--- src/rtl/mtsd_pkg.sv ---
package mtsd_pkg;

   // coordinate width
   localparam int unsigned POS_W     = 16;
   localparam int unsigned TIME_W    = 32;
   localparam int unsigned CFG_W     = 16;
   localparam int unsigned SPEED_W   = 16;
   localparam int unsigned HEADING_W = 3;
   localparam int unsigned EVENT_W   = 2;
   localparam int unsigned CSR_IDX_W = 4;

   // ms per second and the bits it needs
   localparam int unsigned MS_PER_S  = 1000;
   localparam int unsigned MUL_W     = 10;

   // |dx| + |dy|/2 fits POS_W+1 bits, times 1000 adds MUL_W bits
   localparam int unsigned SUM_W     = POS_W + 1;
   localparam int unsigned MAN_W     = POS_W + 2;
   localparam int unsigned NUM_W     = SUM_W + MUL_W;
   localparam int unsigned CMP_W     = (MAN_W > CFG_W) ? MAN_W : CFG_W;
   localparam int unsigned DIV_CNT_W = $clog2(NUM_W);

   localparam logic [CFG_W-1:0] STILL_THRESHOLD_RST = 16'd1;
   localparam logic [CFG_W-1:0] STILL_TIME_RST      = 16'd2000;

   localparam logic [CSR_IDX_W-1:0] CSR_STILL_THRESHOLD = 4'd0;
   localparam logic [CSR_IDX_W-1:0] CSR_STILL_TIME      = 4'd1;

   localparam logic [HEADING_W-1:0] HEADING_E    = 3'd0;
   localparam logic [HEADING_W-1:0] HEADING_NE   = 3'd1;
   localparam logic [HEADING_W-1:0] HEADING_N    = 3'd2;
   localparam logic [HEADING_W-1:0] HEADING_NW   = 3'd3;
   localparam logic [HEADING_W-1:0] HEADING_WEST = 3'd4;
   localparam logic [HEADING_W-1:0] HEADING_SW   = 3'd5;
   localparam logic [HEADING_W-1:0] HEADING_S    = 3'd6;
   localparam logic [HEADING_W-1:0] HEADING_SE   = 3'd7;

   localparam logic [EVENT_W-1:0] EV_NONE   = 2'd0;
   localparam logic [EVENT_W-1:0] EV_START  = 2'd1;
   localparam logic [EVENT_W-1:0] EV_FINISH = 2'd2;

   // controller to datapath commands
   typedef struct packed {
      logic capture;   // latch request fields
      logic delta;     // deltas, dt, standing time
      logic eval;      // stop detector, heading, numerator, divider load
      logic div_step;  // one restoring divide step
      logic finish;    // load response registers
   } cmd_type;

endpackage

--- src/rtl/mtsd_ctrl.sv ---
module mtsd_ctrl (
   input  logic              clock,
   input  logic              reset,
   input  logic              req_valid,
   output logic              req_stall,
   output logic              rsp_valid,
   input  logic              rsp_stall,
   output mtsd_pkg::cmd_type cmd
);

   typedef enum logic [2:0] {
      ST_IDLE,
      ST_DELTA,
      ST_EVAL,
      ST_DIV,
      ST_DONE
   } state_type;

   state_type                        state_ff;
   logic [mtsd_pkg::DIV_CNT_W-1:0]   div_cnt_ff;
   logic                             rsp_valid_ff;
   logic                             out_free;

   // output register can take a new result
   assign out_free  = !rsp_valid_ff || !rsp_stall;
   assign req_stall = (state_ff != ST_IDLE);
   assign rsp_valid = rsp_valid_ff;

   always_comb begin
      cmd          = '0;
      cmd.capture  = (state_ff == ST_IDLE) && req_valid;
      cmd.delta    = (state_ff == ST_DELTA);
      cmd.eval     = (state_ff == ST_EVAL);
      cmd.div_step = (state_ff == ST_DIV);
      cmd.finish   = (state_ff == ST_DONE) && out_free;
   end

   always_ff @(posedge clock) begin
      if (reset) begin
         state_ff     <= ST_IDLE;
         div_cnt_ff   <= '0;
         rsp_valid_ff <= 1'b0;
      end else begin
         if ((state_ff == ST_DONE) && out_free) begin
            rsp_valid_ff <= 1'b1;
         end else if (!rsp_stall) begin
            rsp_valid_ff <= 1'b0;
         end
         case (state_ff)
            ST_IDLE: begin
               if (req_valid) begin
                  state_ff <= ST_DELTA;
               end
            end
            ST_DELTA: begin
               state_ff <= ST_EVAL;
            end
            ST_EVAL: begin
               div_cnt_ff <= mtsd_pkg::DIV_CNT_W'(mtsd_pkg::NUM_W - 1);
               state_ff   <= ST_DIV;
            end
            ST_DIV: begin
               div_cnt_ff <= div_cnt_ff - 1'b1;
               if (div_cnt_ff == '0) begin
                  state_ff <= ST_DONE;
               end
            end
            ST_DONE: begin
               if (out_free) begin
                  state_ff <= ST_IDLE;
               end
            end
            default: begin
               state_ff <= ST_IDLE;
            end
         endcase
      end
   end

endmodule

--- src/rtl/mtsd_dp.sv ---
module mtsd_dp (
   input  logic                                  clock,
   input  logic                                  reset,
   input  mtsd_pkg::cmd_type                     cmd,
   input  logic                                  csr_write_enable,
   input  logic [mtsd_pkg::CSR_IDX_W-1:0]        csr_index,
   input  logic [mtsd_pkg::CFG_W-1:0]            csr_write_data,
   input  logic signed [mtsd_pkg::POS_W-1:0]     req_x_position,
   input  logic signed [mtsd_pkg::POS_W-1:0]     req_y_position,
   input  logic [mtsd_pkg::TIME_W-1:0]           req_time_ms,
   output logic [mtsd_pkg::SPEED_W-1:0]          rsp_speed,
   output logic [mtsd_pkg::HEADING_W-1:0]        rsp_heading,
   output logic [mtsd_pkg::EVENT_W-1:0]          rsp_event_res,
   output logic                                  rsp_braking
);

   localparam int unsigned PW = mtsd_pkg::POS_W;
   localparam int unsigned TW = mtsd_pkg::TIME_W;
   localparam int unsigned NW = mtsd_pkg::NUM_W;
   localparam int unsigned SW = mtsd_pkg::SPEED_W;

   // configuration
   logic [mtsd_pkg::CFG_W-1:0] still_threshold_ff;
   logic [mtsd_pkg::CFG_W-1:0] still_time_ff;

   // tracker state
   logic                  have_position_ff;
   logic                  braking_ff;
   logic [PW-1:0]         last_x_ff;
   logic [PW-1:0]         last_y_ff;
   logic [TW-1:0]         last_time_ff;
   logic [TW-1:0]         last_move_time_ff;

   // captured sample
   logic [PW-1:0]         x_cap_ff;
   logic [PW-1:0]         y_cap_ff;
   logic [TW-1:0]         t_cap_ff;

   // delta stage
   logic [PW:0]           adx_ff;
   logic [PW:0]           ady_ff;
   logic                  dx_neg_ff;
   logic                  dy_neg_ff;
   logic [TW-1:0]         dt_ff;
   logic [TW-1:0]         stood_ff;

   // eval results
   logic [mtsd_pkg::HEADING_W-1:0] heading_ff;
   logic [mtsd_pkg::EVENT_W-1:0]   event_ff;

   // divider
   logic [TW-1:0]         rem_ff;
   logic [NW-1:0]         quo_ff;
   logic [TW-1:0]         rem_in;
   logic [NW-1:0]         quo_in;

   // response registers
   logic [SW-1:0]                  speed_out_ff;
   logic [mtsd_pkg::HEADING_W-1:0] heading_out_ff;
   logic [mtsd_pkg::EVENT_W-1:0]   event_out_ff;
   logic                           braking_out_ff;

   // delta stage logic
   logic [PW:0]           dx_diff;
   logic [PW:0]           dy_diff;
   logic [PW:0]           dx_mag;
   logic [PW:0]           dy_mag;
   logic [TW-1:0]         dt_calc;
   logic [TW-1:0]         stood_calc;

   assign dx_diff = {x_cap_ff[PW-1], x_cap_ff} - {last_x_ff[PW-1], last_x_ff};
   assign dy_diff = {y_cap_ff[PW-1], y_cap_ff} - {last_y_ff[PW-1], last_y_ff};
   assign dx_mag  = dx_diff[PW] ? (~dx_diff + 1'b1) : dx_diff;
   assign dy_mag  = dy_diff[PW] ? (~dy_diff + 1'b1) : dy_diff;
   // time going backwards or standing still gives dt of one
   assign dt_calc    = (t_cap_ff > last_time_ff) ? (t_cap_ff - last_time_ff) : TW'(1);
   assign stood_calc = (t_cap_ff >= last_move_time_ff) ?
                       (t_cap_ff - last_move_time_ff) : '0;

   // eval stage logic
   logic [mtsd_pkg::MAN_W-1:0]     man;
   logic                           moving;
   logic                           stood_long;
   logic [mtsd_pkg::SUM_W-1:0]     half_sum;
   logic [NW-1:0]                  product;
   logic [mtsd_pkg::HEADING_W-1:0] heading_calc;

   assign man        = {1'b0, adx_ff} + {1'b0, ady_ff};
   assign moving     = mtsd_pkg::CMP_W'(man) > mtsd_pkg::CMP_W'(still_threshold_ff);
   assign stood_long = stood_ff >= TW'(still_time_ff);
   assign half_sum   = adx_ff + (ady_ff >> 1);
   assign product    = NW'(half_sum) * NW'(mtsd_pkg::MS_PER_S);

   always_comb begin
      if ({1'b0, adx_ff} >= {ady_ff, 1'b0}) begin
         heading_calc = dx_neg_ff ? mtsd_pkg::HEADING_WEST : mtsd_pkg::HEADING_E;
      end else if ({1'b0, ady_ff} >= {adx_ff, 1'b0}) begin
         heading_calc = dy_neg_ff ? mtsd_pkg::HEADING_S : mtsd_pkg::HEADING_N;
      end else if (!dx_neg_ff && !dy_neg_ff) begin
         heading_calc = mtsd_pkg::HEADING_NE;
      end else if (dx_neg_ff && !dy_neg_ff) begin
         heading_calc = mtsd_pkg::HEADING_NW;
      end else if (dx_neg_ff) begin
         heading_calc = mtsd_pkg::HEADING_SW;
      end else begin
         heading_calc = mtsd_pkg::HEADING_SE;
      end
   end

   // restoring divide step
   logic [TW:0] trial;
   logic [TW:0] trial_diff;
   logic        fits;

   assign trial      = {rem_ff, quo_ff[NW-1]};
   assign trial_diff = trial - {1'b0, dt_ff};
   assign fits       = trial >= {1'b0, dt_ff};
   assign rem_in     = fits ? trial_diff[TW-1:0] : trial[TW-1:0];
   assign quo_in     = {quo_ff[NW-2:0], fits};

   // control state: config and tracker
   always_ff @(posedge clock) begin
      if (reset) begin
         still_threshold_ff <= mtsd_pkg::STILL_THRESHOLD_RST;
         still_time_ff      <= mtsd_pkg::STILL_TIME_RST;
         have_position_ff   <= 1'b0;
         braking_ff         <= 1'b0;
         last_x_ff          <= '0;
         last_y_ff          <= '0;
         last_time_ff       <= '0;
         last_move_time_ff  <= '0;
      end else begin
         if (csr_write_enable) begin
            case (csr_index)
               mtsd_pkg::CSR_STILL_THRESHOLD: still_threshold_ff <= csr_write_data;
               mtsd_pkg::CSR_STILL_TIME:      still_time_ff      <= csr_write_data;
               default: ;
            endcase
         end
         if (cmd.eval) begin
            last_x_ff        <= x_cap_ff;
            last_y_ff        <= y_cap_ff;
            last_time_ff     <= t_cap_ff;
            have_position_ff <= 1'b1;
            if (!have_position_ff) begin
               last_move_time_ff <= t_cap_ff;
            end else if (moving) begin
               last_move_time_ff <= t_cap_ff;
               braking_ff        <= 1'b0;
            end else if (!braking_ff && stood_long) begin
               braking_ff <= 1'b1;
            end
         end
      end
   end

   // payload
   always_ff @(posedge clock) begin
      if (cmd.capture) begin
         x_cap_ff <= req_x_position;
         y_cap_ff <= req_y_position;
         t_cap_ff <= req_time_ms;
      end
      if (cmd.delta) begin
         adx_ff    <= dx_mag;
         ady_ff    <= dy_mag;
         dx_neg_ff <= dx_diff[PW];
         dy_neg_ff <= dy_diff[PW];
         dt_ff     <= dt_calc;
         stood_ff  <= stood_calc;
      end
      if (cmd.eval) begin
         rem_ff <= '0;
         if (!have_position_ff) begin
            heading_ff <= mtsd_pkg::HEADING_E;
            event_ff   <= mtsd_pkg::EV_NONE;
            quo_ff     <= '0;
         end else begin
            heading_ff <= heading_calc;
            quo_ff     <= product;
            if (moving) begin
               event_ff <= braking_ff ? mtsd_pkg::EV_FINISH : mtsd_pkg::EV_NONE;
            end else if (!braking_ff && stood_long) begin
               event_ff <= mtsd_pkg::EV_START;
            end else begin
               event_ff <= mtsd_pkg::EV_NONE;
            end
         end
      end
      if (cmd.div_step) begin
         rem_ff <= rem_in;
         quo_ff <= quo_in;
      end
      if (cmd.finish) begin
         speed_out_ff   <= (|quo_ff[NW-1:SW]) ? '1 : quo_ff[SW-1:0];
         heading_out_ff <= heading_ff;
         event_out_ff   <= event_ff;
         braking_out_ff <= braking_ff;
      end
   end

   assign rsp_speed     = speed_out_ff;
   assign rsp_heading   = heading_out_ff;
   assign rsp_event_res = event_out_ff;
   assign rsp_braking   = braking_out_ff;

endmodule

--- src/rtl/motion_tracker_stop_detector_unit.sv ---
// Each transaction runs capture, delta, eval, the 27-step restoring divider
//   (POS_W + 11 steps) for speed and the output load; a new request is taken
//   only once the previous result has been loaded into the output registers.
// Reset: synchronous, active high; clears tracker state and braking flag,
//   loads still_threshold = 1 and still_time_ms = 2000. No clearing pass.
module motion_tracker_stop_detector_unit (
   input  logic                                  clock,
   input  logic                                  reset,
   // configuration writes
   input  logic                                  csr_write_enable,
   input  logic [mtsd_pkg::CSR_IDX_W-1:0]        csr_index,
   input  logic [mtsd_pkg::CFG_W-1:0]            csr_write_data,
   // position samples
   input  logic                                  req_valid,
   output logic                                  req_stall,
   input  logic signed [mtsd_pkg::POS_W-1:0]     req_x_position,
   input  logic signed [mtsd_pkg::POS_W-1:0]     req_y_position,
   input  logic [mtsd_pkg::TIME_W-1:0]           req_time_ms,
   // results
   output logic                                  rsp_valid,
   input  logic                                  rsp_stall,
   output logic [mtsd_pkg::SPEED_W-1:0]          rsp_speed,
   output logic [mtsd_pkg::HEADING_W-1:0]        rsp_heading,
   output logic [mtsd_pkg::EVENT_W-1:0]          rsp_event_res,
   output logic                                  rsp_braking
);

   // The controller sequences each transaction: capture, delta (|dx|, |dy|,
   // dt, standing time), eval (stop detector, heading, numerator) and the
   // bit-serial divide. The result lands in output registers, so a finished
   // transaction can wait on rsp_stall while the next sample is taken in;
   // that sample only holds in its done state until the output frees up.
   mtsd_pkg::cmd_type cmd;

   mtsd_ctrl u_ctrl (
      .clock     (clock),
      .reset     (reset),
      .req_valid (req_valid),
      .req_stall (req_stall),
      .rsp_valid (rsp_valid),
      .rsp_stall (rsp_stall),
      .cmd       (cmd)
   );

   // Datapath holds the configuration, the tracker state (last position,
   // time, last movement time, braking), the divider and response registers.
   mtsd_dp u_dp (
      .clock            (clock),
      .reset            (reset),
      .cmd              (cmd),
      .csr_write_enable (csr_write_enable),
      .csr_index        (csr_index),
      .csr_write_data   (csr_write_data),
      .req_x_position   (req_x_position),
      .req_y_position   (req_y_position),
      .req_time_ms      (req_time_ms),
      .rsp_speed        (rsp_speed),
      .rsp_heading      (rsp_heading),
      .rsp_event_res    (rsp_event_res),
      .rsp_braking      (rsp_braking)
   );

endmodule

--- config.mk ---
export PLATFORM = sky130hd
export DESIGN_NAME = motion_tracker_stop_detector_unit
export DESIGN_NICKNAME = d
export VERILOG_FILES = /design/src/rtl/mtsd_pkg.sv /design/src/rtl/mtsd_ctrl.sv /design/src/rtl/mtsd_dp.sv /design/src/rtl/motion_tracker_stop_detector_unit.sv
export SDC_FILE = /design/constraint.sdc
export NUM_CORES = 1
export LEC_CHECK = 0
export ABC_AREA = 1
export ABC_CLOCK_PERIOD_IN_PS = 14600
export BUFFER_PORTS_ARGS = -buffer_cell sky130_fd_sc_hd__buf_4
export CAP_MARGIN = 30
export CORE_ASPECT_RATIO = 1.25
export CORE_UTILIZATION = 65
export CTS_CLUSTER_DIAMETER = 80
export DETAILED_ROUTE_END_ITERATION = 10
export PLACE_DENSITY = 0.92
export SYNTH_ARGS = -nofsm -noshare
export SYNTH_HDL_FRONTEND = slang
export SYNTH_SLANG_ARGS = --single-unit
--- constraint.sdc ---
create_clock -name clock -period 14.6 [get_ports clock]
set_input_delay 0 -clock clock [delete_from_list [all_inputs] [get_ports clock]]
set_output_delay 0 -clock clock [all_outputs]
set_load 0.01 [all_outputs]
# After elaboration in Yosys (flattened, before gate mapping)
# Index checks and enable logic that the tools add are counted.
dict set report classes {
  mux 29
  n_lt_le_gt_ge 7
  bitwise_logic 2
  n_addsub 10
  n_mul 1
  reduce_logical 23
  n_eq_ne 10
}
# op n
set op_table {}
lappend op_table {{$mux W32} 5}
lappend op_table {{$sub A32 B32 Y32} 3}
lappend op_table {{$mux W27} 3}
lappend op_table {{$ge A17 B18 Y1} 2}
lappend op_table {{$add A17 B1 Y17 const B} 2}
lappend op_table {{$not A17 Y17} 2}
lappend op_table {{$sub A16 B16 Y17} 2}
lappend op_table {{$ge A33 B32 Y1} 1}
lappend op_table {{$ge A32 B16 Y1} 1}
lappend op_table {{$ge A32 B32 Y1} 1}
lappend op_table {{$gt A32 B32 Y1} 1}
lappend op_table {{$mux W16} 2}
lappend op_table {{$mux W3} 9}
lappend op_table {{$mul A17 B7 Y24 const B} 1}
lappend op_table {{$add A17 B17 Y18} 1}
lappend op_table {{$gt A18 B16 Y1} 1}
lappend op_table {{$add A17 B16 Y17} 1}
lappend op_table {{$pmux W3 S5} 1}
lappend op_table {{$reduce_or A11 Y1} 1}
lappend op_table {{$pmux W5 S2} 1}
lappend op_table {{$eq A3 B2 Y1 const B} 2}
lappend op_table {{$mux W2} 3}
lappend op_table {{$ne A2 B1 Y1 const B} 3}
lappend op_table {{$reduce_and A2 Y1} 3}
lappend op_table {{other kinds (15)} 30}
dict set report word_totals {
  ff_bits 389
  elab_cells 112
  input_bits 89
  out_inout_bits 24
}

# Longest topological paths before layout
dict set report depth {
  depth_word 6
  ltp_mapped 35
  ltp_nobuf 35
}

# By module
# From an unflattened synthesis, not the netlist that was laid out.
dict set report hier_totals {
  hier_cells 3687
  hier_area_um2 28858.9
}
# module seq_area_each_um2 cells_each area_each_um2 n_inst
set modules_own_cells {}
lappend modules_own_cells {mtsd_dp 10109.7 3617 28366.0 1}
lappend modules_own_cells {mtsd_ctrl 180.2 70 493.0 1}

# Least setup slack after synthesis
# OpenSTA, ideal clock, no wires.
dict set report synth_timing {
  kind {reg-to-reg}
  start {reg u_ctrl.state_ff[0]}
  end {reg u_dp.adx_ff[0] (enable)}
  setup_time_ns 0.684
  required_ns 13.916
  period_less_slack_ns 7.904
  stages_incl_launch_ff 3
  slack_ns 6.696
  arrival_ns 7.220
  n_path_buf 0
  path_cell_list {dfxtp_1 -> inv_1 -> nor3_1}
}
dict set report synth_via {
  elab_chain_cells 1
}
# item line_no
set synth_lines {}
lappend synth_lines {{start: declaration} mtsd_ctrl.sv:19} ;# state_type state_ff;
lappend synth_lines {{start signal: assignment} mtsd_ctrl.sv:40} ;# state_ff <= ST_IDLE;
lappend synth_lines {{start signal: assignment} mtsd_ctrl.sv:52} ;# state_ff <= ST_DELTA;
lappend synth_lines {{start signal: assignment} mtsd_ctrl.sv:56} ;# state_ff <= ST_EVAL;
lappend synth_lines {{$eq A3 B1 Y1} mtsd_ctrl.sv:32} ;# cmd.delta = (state_ff == ST_DELTA);
lappend synth_lines {{end signal: assignment} mtsd_dp.sv:165} ;# adx_ff <= dx_mag;
lappend synth_lines {{end: declaration} mtsd_dp.sv:40} ;# logic [PW:0] adx_ff;
# Every way passes these cells.
# A chain may end at the register's enable or synchronous reset.

# Final worst setup path
dict set report layout_timing {
  start {reg u_dp.ady_ff[1]}
  end {reg u_dp.quo_ff[25], data pin}
}
dict set report layout_via {
  elab_chain_cells 5
}
# item line_no
set layout_lines {}
lappend layout_lines {{start: declaration} mtsd_dp.sv:41} ;# logic [PW:0] ady_ff;
lappend layout_lines {{start signal: assignment} mtsd_dp.sv:166} ;# ady_ff <= dy_mag;
lappend layout_lines {{$add A17 B16 Y17} mtsd_dp.sv:91} ;# assign half_sum = adx_ff + (ady_ff >> 1);
lappend layout_lines {{$mul A17 B7 Y24} mtsd_dp.sv:92} ;# assign product = NW'(half_sum) * NW'(mtsd_pkg::MS_PER_S);
lappend layout_lines {{$mux W27} mtsd_dp.sv:174} ;# if (!have_position_ff) begin
lappend layout_lines {{$mux W27} mtsd_dp.sv:172} ;# if (cmd.eval) begin
lappend layout_lines {{$mux W27} mtsd_dp.sv:190} ;# if (cmd.div_step) begin
lappend layout_lines {{end signal: assignment} mtsd_dp.sv:180} ;# quo_ff <= product;
lappend layout_lines {{end signal: assignment} mtsd_dp.sv:192} ;# quo_ff <= quo_in;
lappend layout_lines {{end: declaration} mtsd_dp.sv:53} ;# logic [NW-1:0] quo_ff;
# Every way passes these cells. The select of a mux whose other input is x is not followed.

==> results.md <==
* GR Overflow Total at 0
* Synthesized area at ~28,000 um2
* Most common cell after layout, fill and taps aside: nand2_1
* CTS Buffer Depth at 3
* Final WL at 73,800 um
* Multi-input logic area at 15,700 um2
* Area added between synthesis and finish at 12.5%
* DRC violations left at 0
* Total track usage at 33.2%
* IO Pins at 113
* Top achievable clock speed at 148 MHz
* RSZ-0062 raised after global routing: no
* CP Max Fanout at 6
* Via count at 25,191
* # clock sinks at 389
* Die X at 189 um
* Global-route wire length before repair at 120,000 um
* Proportion of layout cells with a drive suffix above 1 at 6.97%
* Clk pin slew, worst setup/hold paths at 70 ps
* Starting Density at roughly two thirds
* Status: finished, final reports clean
* Setup Skew at 37.3 ps
* Fill cells at 3,015
* Worst setup SP type: flip-flop
* Critical Path AT at ~7100 ps
* Cells after synthesis at approximately 3,600
* CTS tree: done
* Full die area at 44,700 um2
* Fin crit share at 46.3%
* Largest stage delay on the critical path at 570 ps
* Final count of pins violating max slew at 0
* Layout net count at 4,194
* Routed len/inst at 16.9 um
* Clock Tree Root: clkbuf_16
* Syn Area/Cell at about 8 um2
* Setup TNS Final at 0 ps
* Initial antenna violation count at 0
* Sequential-to-total area share from yosys stat at 36.1%
* Measured slew at the worst slew-check pin at 943 ps
* EDFF count, synth at 250
* Rel. slew slack at 37.1%
* Syn Nets at around 4,000
* H-tree levels at 2
* Detailed Place HPWL at 51,700 um
* Skew-Pair Late Insertion Delay at 590 ps
* Crit Path Category: reg -> reg
* Commonest cells after routing, fill and taps aside: nand2_1, inv_1, nor2_1
* Vias in the first global route at 24,909
* Data required, critical path at 14,920 ps
* GP Congestion at 0.954
* Most frequent CP cell: nand2_1
* Core footprint at 43,200 um2
* # setup viols final at 0
* CP Capture Type: flip-flop
* Crit path max-delay cell type: fa_1
* Seq. cell area at 10,300 um2
* Die height at 236 um
* Ys async rst share at 0%
* DR vias/cell at 5.77
* 1st-iter DRT viols at between 2,000 and 2,500
* Final hold vios at 0
* Max-cap violations at 0
* Antenna viol nets, final at 0
* Post_cts resized at 0
* Dominant synthesized flop cell: edfxtp_1
* Final min period at 6760 ps
* Flops & latches, synth at 389
* Rows at 85
* Yosys cell types at 61
* Min-Delay Path Class: in -> reg
* Largest net degree at the start of global routing at 82
* DRT Pass-1 Iters at 6
* Inserted Clock Buffers at 39
* Ys Warns at 0
* PortBufs at 112
-- final cells by class --
| class | instances | share of cell area (%) |
|---|---|---|
| Clock buffer | 48 | 3.25 |
| Inverter | 582 | 6.83 |
| Tap cell | 565 | 2.21 |
| Sequential cell | 389 | 32.1 |
| Clock inverter | 24 | 0.808 |
| Antenna cell | 1 | 0.00781 |
| Timing Repair Buffer | 213 | 5.81 |
| Multi-Input combinational cell | 2545 | 49.0 |
-- synth_stat cells, types with 5 or more instances --
cell type    n  area, um2
edfxtp_1   250       7510
o31ai_1      6       45.0
o21ai_1      5       25.0
nor4_1      19        119
nand2_1    704       2640
or2_2       12       75.1
fa_1        56       1120
a21o_1      18        135
nor3_1      35        175
and2_1       5       31.3
buf_6        8       90.1
o21bai_1    16        120
a21boi_0    15        113
nor3b_2      6       75.1
clkbuf_1    42        158
nand3_1    127        636
ha_1       279       3490
xor2_1      95        832
dfxtp_1    139       2780
buf_2        8       40.0
nor3b_1      7       52.6
nand2_2     12       75.1
inv_2        7       26.3
o21ai_0    214       1070
xnor2_1     42        368
o22ai_1      9       56.3
a211oi_1     5       37.5
nand3b_1    66        495
o21a_1      10       75.1
a21oi_2      5       43.8
nor2_1     354       1330
inv_1      571       2140
nand4_1     29        181
buf_4        6       45.0
a21oi_1    331       1660
nor2_2       8       50.1
a31oi_1     17        106
-- critical path, delay by kind of cell, from the launching register on --
family,cells,cell delay [ps]
flip-flops,1,430
adder cells (fa/ha/maj),7,2850
XOR/XNOR,1,550
AO/OA/AOI/OAI,6,730
buffers and inverters,4,420
AND/OR/NAND/NOR,12,1530
-- kinds of logic (layout without fill, tap and decap cells) --
kind of cell	count (synthesis)	count (layout)	share of synthesized area, %
AOI/OAI and AO/OA	673	673	13.1
xor gates and xnor gates	140	140	4.38
adders and majority gates	335	335	16.2
buffers and inverters	648	867	8.94
DFF	389	389	36.1
other	0	1	0
and+or+nand+nor	1397	1397	21.3
-- through the flow --
stage                     setup slack (ps)  utilization (%)  std cells  hold WS (ps)  cell area, um2
after floorplan                       6700                -       3582          98.9           28500
after CTS                             7810             74.1       4365           108           32000
after detailed placement              7940             69.1       4204           179           29800
after global placement                8120             68.9       4201           178           29800
final                                 7840             74.2       4367           128           32000
after global routing                  7280             74.2       4366           136           32000
-- sequential cells by signal, indices dropped and copies added (netlist names), 17 cells and up --
name and flops:
u_dp.ady_ff 17, u_dp.last_move_time_ff 32, u_dp.t_cap_ff 32, u_dp.stood_ff 32, u_dp.last_time_ff 32, u_dp.quo_ff 27
u_dp.dt_ff 32, u_dp.adx_ff 17, u_dp.rem_ff 32
-- timing repair --
item / CTS / global route
buffers inserted: 0 / 0
hold buffers: 89 / 0
hold endpoints to repair: 125 / 0
-- layer usage --
layer | wire length (um) | vias up | GRT usage, %
li1 | - | 12201 | -
met3 | 5970 | 323 | 5.68
met4 | 4110 | 0 | 18.5
met2 | 35900 | 1188 | 58.0
met1 | 27900 | 11479 | 38.3
met5 | 0 | - | 0
-- path summary, 6_finish.rpt --
| path | from | slack, ps | cells past startpoint | to |
|---|---|---|---|---|
| min | req_time_ms[28] | 130 | 2 | u_dp.t_cap_ff[28] |
| max | u_dp.ady_ff[1] | 7840 | 30 | u_dp.quo_ff[25] |
| min reg2reg | u_dp.last_x_ff[10] | 460 | 2 | u_dp.last_x_ff[10] |
| max reg2reg | u_dp.ady_ff[1] | 7840 | 30 | u_dp.quo_ff[25] |
Power is not shown: default switching activity piles up to over one toggle a cycle in this logic, so the estimate is an artifact.
